<file path="config.mk">
export PLATFORM = sky130hd
export DESIGN_NAME = neighbor_report_parser
export DESIGN_NICKNAME = d
export VERILOG_FILES = /design/src/rtl/rnr_pkg.sv /design/src/rtl/neighbor_report_parser.sv /design/src/rtl/rnr_parse.sv
export SDC_FILE = /design/constraint.sdc
export NUM_CORES = 1
export LEC_CHECK = 0
export BUFFER_PORTS_ARGS = -buffer_cell sky130_fd_sc_hd__buf_2
export CORE_UTILIZATION = 51
export CTS_CLUSTER_SIZE = 14
export DETAILED_ROUTE_END_ITERATION = 7
export GPL_ROUTABILITY_DRIVEN = 0
export PLACE_DENSITY = 0.8
export REMOVE_ABC_BUFFERS = 1
export SYNTH_ARGS = -nofsm -noshare
export SYNTH_HDL_FRONTEND = slang
export SYNTH_HIERARCHICAL = 1
export SYNTH_SLANG_ARGS = --single-unit
</file>
<file path="constraint.sdc">
create_clock -name i_clk -period 17.7 [get_ports i_clk]
set_input_delay 2.655 -clock i_clk [delete_from_list [all_inputs] [get_ports i_clk]]
set_output_delay 2.655 -clock i_clk [all_outputs]
set_load 0.02 [all_outputs]
</file>
<file path="src/rtl/rnr_pkg.sv">
// Shared types and constants for the reduced neighbor report parser.
`timescale 1ns / 1ps
`default_nettype none

package rnr_pkg;

    // Record lengths that the parser understands.
    localparam logic [7:0] LEN_SHORT = 8'd7;
    localparam logic [7:0] LEN_FULL  = 8'd16;

    // Byte positions inside a record.
    localparam logic [3:0] POS_OFFSET     = 4'd0;
    localparam logic [3:0] POS_BSSID_LAST = 4'd6;
    localparam logic [3:0] POS_SSID_FIRST = 4'd7;
    localparam logic [3:0] POS_SSID_LAST  = 4'd10;
    localparam logic [3:0] POS_TAIL_FIRST = 4'd11;
    localparam logic [3:0] POS_TAIL_LAST  = 4'd14;
    localparam logic [3:0] POS_FULL_END   = 4'd15;

    // Record status codes carried with each result item.
    typedef enum logic [1:0] {
        ST_SHORT  = 2'd0,
        ST_FULL   = 2'd1,
        ST_BADLEN = 2'd2,
        ST_TRUNC  = 2'd3
    } t_rnr_status;

    // One result item.
    typedef struct packed {
        logic [7:0]  op_class;
        logic [7:0]  chan_num;
        logic [2:0]  hdr_flags;
        logic [7:0]  tbtt_offset;
        logic [47:0] bssid;
        logic [31:0] short_ssid;
        logic [7:0]  bss_params;
        logic [7:0]  psd_limit;
        logic [7:0]  mld_id;
        logic [13:0] mld_link_info;
        t_rnr_status status;
        logic        end_of_element;
    } t_rnr_res;

endpackage

`default_nettype wire

</file>
<file path="src/rtl/neighbor_report_parser.sv">
// A record result item is registered on acceptance of its last byte, into the output
// register, or the skid stage if output waits; one byte per cycle while tready is high.
// An output register plus a one-entry skid stage keep input flowing while a result waits.
// Input ready drops only while the skid stage holds an item.
// Reset (i_rst_n low, synchronous) returns the parser to the element start and empties
// the output stages.
`timescale 1ns / 1ps
`default_nettype none

module neighbor_report_parser (
    input  wire           i_clk,
    input  wire           i_rst_n,
    input  wire           i_s_axis_tvalid,
    output logic          o_s_axis_tready,
    input  wire  [7:0]    i_s_axis_tdata,   // data_byte[7:0]
    input  wire           i_s_axis_tlast,
    output logic          o_m_axis_tvalid,
    input  wire           i_m_axis_tready,
    // op_class[7:0], chan_num[15:8], hdr_flags[18:16], tbtt_offset[26:19],
    // bssid[74:27], short_ssid[106:75], bss_params[114:107], psd_limit[122:115],
    // mld_id[130:123], mld_link_info[144:131], zero fill[151:145]
    output logic [151:0]  o_m_axis_tdata,
    output logic [1:0]    o_m_axis_tuser,   // status[1:0]
    output logic          o_m_axis_tlast
);
    import rnr_pkg::*;

    logic      accept;
    logic      take;
    logic      res_vld;
    t_rnr_res  res;
    logic      r_ovalid;
    t_rnr_res  r_out;
    logic      r_svalid;
    t_rnr_res  r_skid;

    assign o_s_axis_tready = !r_svalid;
    assign accept          = i_s_axis_tvalid && o_s_axis_tready;
    assign take            = r_ovalid && i_m_axis_tready;

    rnr_parse u_parse (
        .i_clk     (i_clk),
        .i_rst_n   (i_rst_n),
        .i_accept  (accept),
        .i_byte    (i_s_axis_tdata),
        .i_last    (i_s_axis_tlast),
        .o_res_vld (res_vld),
        .o_res     (res)
    );

    // Output register and skid stage valid flags.
    always_ff @(posedge i_clk) begin
        if (!i_rst_n) begin
            r_ovalid <= 1'b0;
            r_svalid <= 1'b0;
        end else if (r_svalid) begin
            if (take || !r_ovalid) begin
                r_ovalid <= 1'b1;
                r_svalid <= 1'b0;
            end
        end else if (accept && res_vld) begin
            if (r_ovalid && !take) begin
                r_svalid <= 1'b1;
            end else begin
                r_ovalid <= 1'b1;
            end
        end else if (take) begin
            r_ovalid <= 1'b0;
        end
    end

    // Output register and skid stage payload.
    always_ff @(posedge i_clk) begin
        if (r_svalid) begin
            if (take || !r_ovalid) begin
                r_out <= r_skid;
            end
        end else if (accept && res_vld) begin
            if (r_ovalid && !take) begin
                r_skid <= res;
            end else begin
                r_out <= res;
            end
        end
    end

    // Pack the result item onto the stream.
    assign o_m_axis_tvalid = r_ovalid;
    assign o_m_axis_tuser  = r_out.status;
    assign o_m_axis_tlast  = r_out.end_of_element;
    assign o_m_axis_tdata  = {7'd0, r_out.mld_link_info, r_out.mld_id, r_out.psd_limit,
                              r_out.bss_params, r_out.short_ssid, r_out.bssid,
                              r_out.tbtt_offset, r_out.hdr_flags, r_out.chan_num,
                              r_out.op_class};

`ifndef SYNTHESIS
    // The skid stage fills only behind a waiting output item.
    a_skid_behind_out: assert property (@(posedge i_clk) disable iff (!i_rst_n)
        r_svalid |-> r_ovalid)
        else $error("skid stage holds an item while the output register is empty");

    // Every element end yields a result item.
    a_last_gives_result: assert property (@(posedge i_clk) disable iff (!i_rst_n)
        (accept && i_s_axis_tlast) |-> res_vld)
        else $error("element end accepted without a result item");

    // Error statuses are reported only at the element end.
    a_error_at_end: assert property (@(posedge i_clk) disable iff (!i_rst_n)
        (accept && res_vld && (res.status == ST_BADLEN || res.status == ST_TRUNC))
        |-> i_s_axis_tlast)
        else $error("error status reported before the element end");

    // A stalled skid stage keeps its item while the output register waits.
    a_no_accept_when_full: assert property (@(posedge i_clk) disable iff (!i_rst_n)
        (r_svalid && !take && r_ovalid) |=> r_svalid)
        else $error("skid item lost while output was stalled");
`endif

endmodule

`default_nettype wire

</file>
<file path="src/rtl/rnr_parse.sv">
// Byte-wise parse state for neighbor AP entries and the result of each byte.
`timescale 1ns / 1ps
`default_nettype none

module rnr_parse (
    input  wire                i_clk,
    input  wire                i_rst_n,
    input  wire                i_accept,
    input  wire  [7:0]         i_byte,
    input  wire                i_last,
    output logic               o_res_vld,
    output rnr_pkg::t_rnr_res  o_res
);
    import rnr_pkg::*;

    typedef enum logic [2:0] {
        PH_HDR_LO = 3'd0,
        PH_HDR_HI = 3'd1,
        PH_CLASS  = 3'd2,
        PH_CHAN   = 3'd3,
        PH_REC    = 3'd4,
        PH_SKIP   = 3'd5
    } t_phase;

    t_phase       r_phase, n_phase;
    logic [7:0]   r_hdr_lo, n_hdr_lo;
    logic         r_len_bad, n_len_bad;
    logic         r_full, n_full;
    logic [7:0]   r_class, n_class;
    logic [7:0]   r_chan, n_chan;
    logic [4:0]   r_left, n_left;
    logic [3:0]   r_pos, n_pos;
    logic [7:0]   r_offset, n_offset;
    logic [47:0]  r_bssid, n_bssid;
    logic [31:0]  r_ssid, n_ssid;
    logic [31:0]  r_tail, n_tail;
    logic [1:0]   ssid_idx;
    logic [1:0]   tail_idx;
    logic         hi_bad;

    assign ssid_idx = 2'(r_pos - POS_SSID_FIRST);
    assign tail_idx = 2'(r_pos - POS_TAIL_FIRST);
    assign hi_bad   = (i_byte != LEN_SHORT) && (i_byte != LEN_FULL);

    // Next state and the result that this byte produces.
    always_comb begin
        n_phase   = r_phase;
        n_hdr_lo  = r_hdr_lo;
        n_len_bad = r_len_bad;
        n_full    = r_full;
        n_class   = r_class;
        n_chan    = r_chan;
        n_left    = r_left;
        n_pos     = r_pos;
        n_offset  = r_offset;
        n_bssid   = r_bssid;
        n_ssid    = r_ssid;
        n_tail    = r_tail;

        o_res_vld            = 1'b0;
        o_res                = '0;
        o_res.op_class       = r_class;
        o_res.chan_num       = r_chan;
        o_res.hdr_flags      = r_hdr_lo[2:0];
        o_res.status         = ST_TRUNC;
        o_res.end_of_element = i_last;

        unique case (r_phase)
            PH_HDR_LO: begin
                n_hdr_lo        = i_byte;
                n_class         = 8'd0;
                n_chan          = 8'd0;
                n_phase         = PH_HDR_HI;
                o_res_vld       = i_last;
                o_res.op_class  = 8'd0;
                o_res.chan_num  = 8'd0;
                o_res.hdr_flags = i_byte[2:0];
            end
            PH_HDR_HI: begin
                n_len_bad    = hi_bad;
                n_full       = (i_byte == LEN_FULL);
                n_phase      = PH_CLASS;
                o_res_vld    = i_last;
                o_res.status = hi_bad ? ST_BADLEN : ST_TRUNC;
            end
            PH_CLASS: begin
                n_class        = i_byte;
                n_phase        = PH_CHAN;
                o_res_vld      = i_last;
                o_res.op_class = i_byte;
                o_res.status   = r_len_bad ? ST_BADLEN : ST_TRUNC;
            end
            PH_CHAN: begin
                n_chan         = i_byte;
                n_phase        = r_len_bad ? PH_SKIP : PH_REC;
                n_left         = {1'b0, r_hdr_lo[7:4]} + 5'd1;
                n_pos          = 4'd0;
                o_res_vld      = i_last;
                o_res.chan_num = i_byte;
                o_res.status   = r_len_bad ? ST_BADLEN : ST_TRUNC;
            end
            PH_REC: begin
                // Collect the record byte at its position.
                if (r_pos == POS_OFFSET) begin
                    n_offset = i_byte;
                end else if (r_pos <= POS_BSSID_LAST) begin
                    n_bssid = {r_bssid[39:0], i_byte};
                end else if (r_pos <= POS_SSID_LAST) begin
                    n_ssid[8*ssid_idx +: 8] = i_byte;
                end else if (r_pos <= POS_TAIL_LAST) begin
                    n_tail[8*tail_idx +: 8] = i_byte;
                end

                if (r_pos >= (r_full ? POS_FULL_END : POS_BSSID_LAST)) begin
                    // Record finished: report it.
                    n_left            = r_left - 5'd1;
                    n_pos             = 4'd0;
                    o_res_vld         = 1'b1;
                    o_res.tbtt_offset = r_offset;
                    o_res.status      = (i_last && (r_left != 5'd1)) ? ST_TRUNC
                                      : (r_full ? ST_FULL : ST_SHORT);
                    if (r_full) begin
                        o_res.bssid         = r_bssid;
                        o_res.short_ssid    = r_ssid;
                        o_res.bss_params    = r_tail[7:0];
                        o_res.psd_limit     = r_tail[15:8];
                        o_res.mld_id        = r_tail[23:16];
                        o_res.mld_link_info = {i_byte[5:0], r_tail[31:24]};
                    end else begin
                        o_res.bssid = {r_bssid[39:0], i_byte};
                    end
                    if (r_left == 5'd1) begin
                        n_phase = PH_HDR_LO;
                    end
                end else begin
                    n_pos     = r_pos + 4'd1;
                    o_res_vld = i_last;
                end
            end
            PH_SKIP: begin
                o_res_vld    = i_last;
                o_res.status = ST_BADLEN;
            end
            default: begin
                n_phase = PH_HDR_LO;
            end
        endcase

        // The element end always returns to the start of a new element.
        if (i_last) begin
            n_phase = PH_HDR_LO;
            n_pos   = 4'd0;
            n_left  = 5'd0;
        end
    end

    // Control state.
    always_ff @(posedge i_clk) begin
        if (!i_rst_n) begin
            r_phase   <= PH_HDR_LO;
            r_left    <= 5'd0;
            r_pos     <= 4'd0;
            r_full    <= 1'b0;
            r_len_bad <= 1'b0;
            r_class   <= 8'd0;
            r_chan    <= 8'd0;
        end else if (i_accept) begin
            r_phase   <= n_phase;
            r_left    <= n_left;
            r_pos     <= n_pos;
            r_full    <= n_full;
            r_len_bad <= n_len_bad;
            r_class   <= n_class;
            r_chan    <= n_chan;
        end
    end

    // Header and record bytes; each is written before it is read.
    always_ff @(posedge i_clk) begin
        if (i_accept) begin
            r_hdr_lo <= n_hdr_lo;
            r_offset <= n_offset;
            r_bssid  <= n_bssid;
            r_ssid   <= n_ssid;
            r_tail   <= n_tail;
        end
    end

endmodule

`default_nettype wire
</file>
==> impl_metrics.yaml <==
place:
  io_buffers: 162
  dpl.cell_count: 1674
  dpl-instance-area_um2: 19600
  hpwl_um: 21300
power_and_ir_drop:
  p_leak_nw: 7.82
  vdd_drop_max_mv: 0.0607
  power_density_nw_per_um2: 106
  power_w: 0.00225
run_status:
  violations: "DRC"
  outcome: "complete, but fails checks"
detailed_routing:
  wirelength_um: 34900
  wl_per_cell_um: 19.8
  post_drt_via_cell_ratio: 5.49
  drc_errors: 20
  drt_iter0_markers: 757
  dr_total_vias: 9649
  drtPass1Iterations: 7
  postRouteAntennaNets: 0
sta:
  finalMaxSlewViolations: 0
  hold_violations: 0
  fmax_mhz: 211
  setup_viol_count_final: 0
  period_share_pct: 26.7
  finalCriticalPeriod_ns: 4.73
  max-slew-margin-rel_pct: 19.0
  tightest_slew_ns: 1.21
  hold_ws_ns: 0.480
  setup-tns-final_ns: 0
  finClkSkew_ns: 0.0304
  rsz0062_at_grt: "false"
cts:
  clk_root_buffer_cell: "clkbuf_16"
  clk_pin_slew_worst_paths_ns: 0.06
  clockBufferDepth: 3
  h-tree-depth: 2
  clock_latency_ns: 0.56
  cts_hold_buf: 0
  postCtsSetupBuffers: 0
  cts_buffers: 45
  cts_tree: "yes"
  cts.sinks: 455
  cts_resized: 0
floorplanning:
  io_pins: 170
  rows: 69
  start_util_pct: 51.9
  die_y_um: 192
  dieWidth_um: 192
  core_area_um2: 35700
  fp.dieArea_um2: 37000
logic_synthesis:
  synth_top_area_share_pct: 68.7
  synth_flop_cell: "edfxtp_1"
  async_flop_share_pct: 0
  syn_inst: 1107
  ys_top_cells_by_count: "edfxtp_1, nor2_1, and3_1, mux2_4, mux2_2"
  synth.area.top_cells: "edfxtp_1, mux2_4, mux2_2"
  ys_types: 66
  synth.most_common_cell: "edfxtp_1"
  ys_seq_elements: 455
  ys_seq_area_share_pct: 72.1
  avgSynthCellArea_um2: 16.7
  synth-edff-count: 423
  yosys.area.top_type: "edfxtp_1"
  netlist_area_um2: 18500
  ys.warnings.count: 6
job:
  maxCapViolCount: 0
min_path:
  min-delay-start: "u_parse/r_bssid[23]"
  worstHoldPathType: "reg -> reg"
cells_and_area:
  antenna_cells: 0
  areaGrowthSynthToFinish_pct: 14.3
  fin_area_um2: 21100
  nNetsFinal: 1283
  fin_cells: 1757
  drive_above_1_share_pct: 33.4
global_routing:
  antenna_found_initial: 0
  grt_max_degree: 82
  grt-ovfl-total: 0
  grt_pass1_wl_um: 53600
  grt_pass1_vias: 9501
  grtUsageTotal_pct: 18.8
setup_path:
  critical_path_class: "in -> reg"
  crit_slowest_cell: "buf_4"
  arrival_ns: 4.90
  r2r_setup_slack_ns: 13.76
  crit_top_cell: "buf_4"
  crit_start: "i_s_axis_tlast"
  cp-start-kind: "input pin"
  crit_path_end_kind: "flop"
  reg2reg_from: "u_parse/r_full"
  crit_chain: "buf_2 > a31oi_1 > a21oi_1 > nand2_1 > nor3_2 > buf_4 > buf_4"
  critPathMaxFanout: 59
  cp.required_ns: 17.86
  slowest_delay_ns: 0.68
==> power by group <==
group	switching [W]	internal [W]	leakage, nW	total, W
registers	0.00000849	0.00119	4.12	0.00120
logic	0.0000558	0.0000249	2.95	0.0000807
clock network	0.000398	0.000572	0.746	0.000970
==> through the flow <==
step | utilization (%) | worst slack (ns)
after floorplan | - | -0.198
after global placement | 55.0 | 12.52
after detailed placement | 55.0 | 12.43
after CTS | 59.3 | 12.97
after global routing | 59.3 | 12.76
final | 59.3 | 12.97
==> registers in the layout (all words and copies together), names as in the netlist, 2 cells and up <==
| name | cells |
|---|---|
| u_parse/r_pos | 4 |
| o_m_axis_tuser | 2 |
| u_parse/r_tail | 32 |
| u_parse/r_offset | 8 |
| u_parse/r_bssid | 48 |
| u_parse/r_chan | 8 |
| u_parse/r_ssid | 32 |
| u_parse/r_class | 8 |
| u_parse/r_phase | 3 |
| o_m_axis_tdata | 145 |
| u_parse/r_left | 5 |
| u_parse/r_hdr_lo | 7 |
| r_skid | 148 |
==> kinds of logic after synthesis <==
group	synth area share (%)
buf+inv	2.56
compound gates	3.40
simple gates	7.61
flops	72.1
fa+ha+maj	0.676
other cells	0.0203
xor+xnor	0.284
mux	13.3
==> final cells by class <==
class	instances	area (µm²)
multi-input cells	570	4740
fillers	2643	14500
well taps	461	577
clock inverters	27	300
flip-flops and latches	455	13400
inverters	15	56.3
repair buffers	173	893
clock buffers	56	1230
==> path summary, 6_finish.rpt <==
path                                       endpoint  cells past startpoint
worst max-delay path                     r_skid[82]                      7
worst min-delay path            u_parse/r_bssid[31]                      0
worst max register to register           r_skid[82]                     10
worst min register to register  u_parse/r_bssid[31]                      0
==> cells in the final DEF (no fill, tap or decap), types with 3 or more instances in the layout <==
cell type / netlist / final
mux2_2: 75 / 75
nand2_1: 36 / 36
nand3_1: 6 / 5
nand2b_1: 4 / 4
clkinvlp_4: 0 / 4
clkbuf_1: 27 / 7
nor2_1: 83 / 83
dfxtp_1: 32 / 30
clkinv_2: 0 / 11
o21ai_0: 11 / 11
bufinv_16: 0 / 5
nand3b_1: 4 / 4
mux2i_1: 48 / 48
conb_1: 1 / 7
clkinv_1: 0 / 3
inv_1: 15 / 15
mux2_4: 76 / 76
or2_2: 18 / 18
o211a_1: 16 / 16
nor3_1: 7 / 6
and3_1: 76 / 75
clkbuf_16: 0 / 47
a21oi_1: 14 / 14
edfxtp_1: 423 / 423
buf_4: 8 / 11
xnor2_1: 6 / 6
ha_1: 10 / 10
a22o_1: 8 / 8
and2_1: 18 / 18
buf_2: 16 / 162
==> metal layers <==
metal | up-vias | GRT usage (%) | wire length (µm)
met5 | - | 0 | 0
met4 | 0 | 5.39 | 649
met1 | 4832 | 26.4 | 15500
li1 | 4494 | - | -
met3 | 46 | 3.16 | 1840
met2 | 277 | 30.1 | 16900
==> critical path: cells and delay by family <==
family	cells	cell delay, ns
buf+inv	3	1.39
simple gates	2	0.37
compound gates	2	0.35
(Power assumes the default switching activity.)
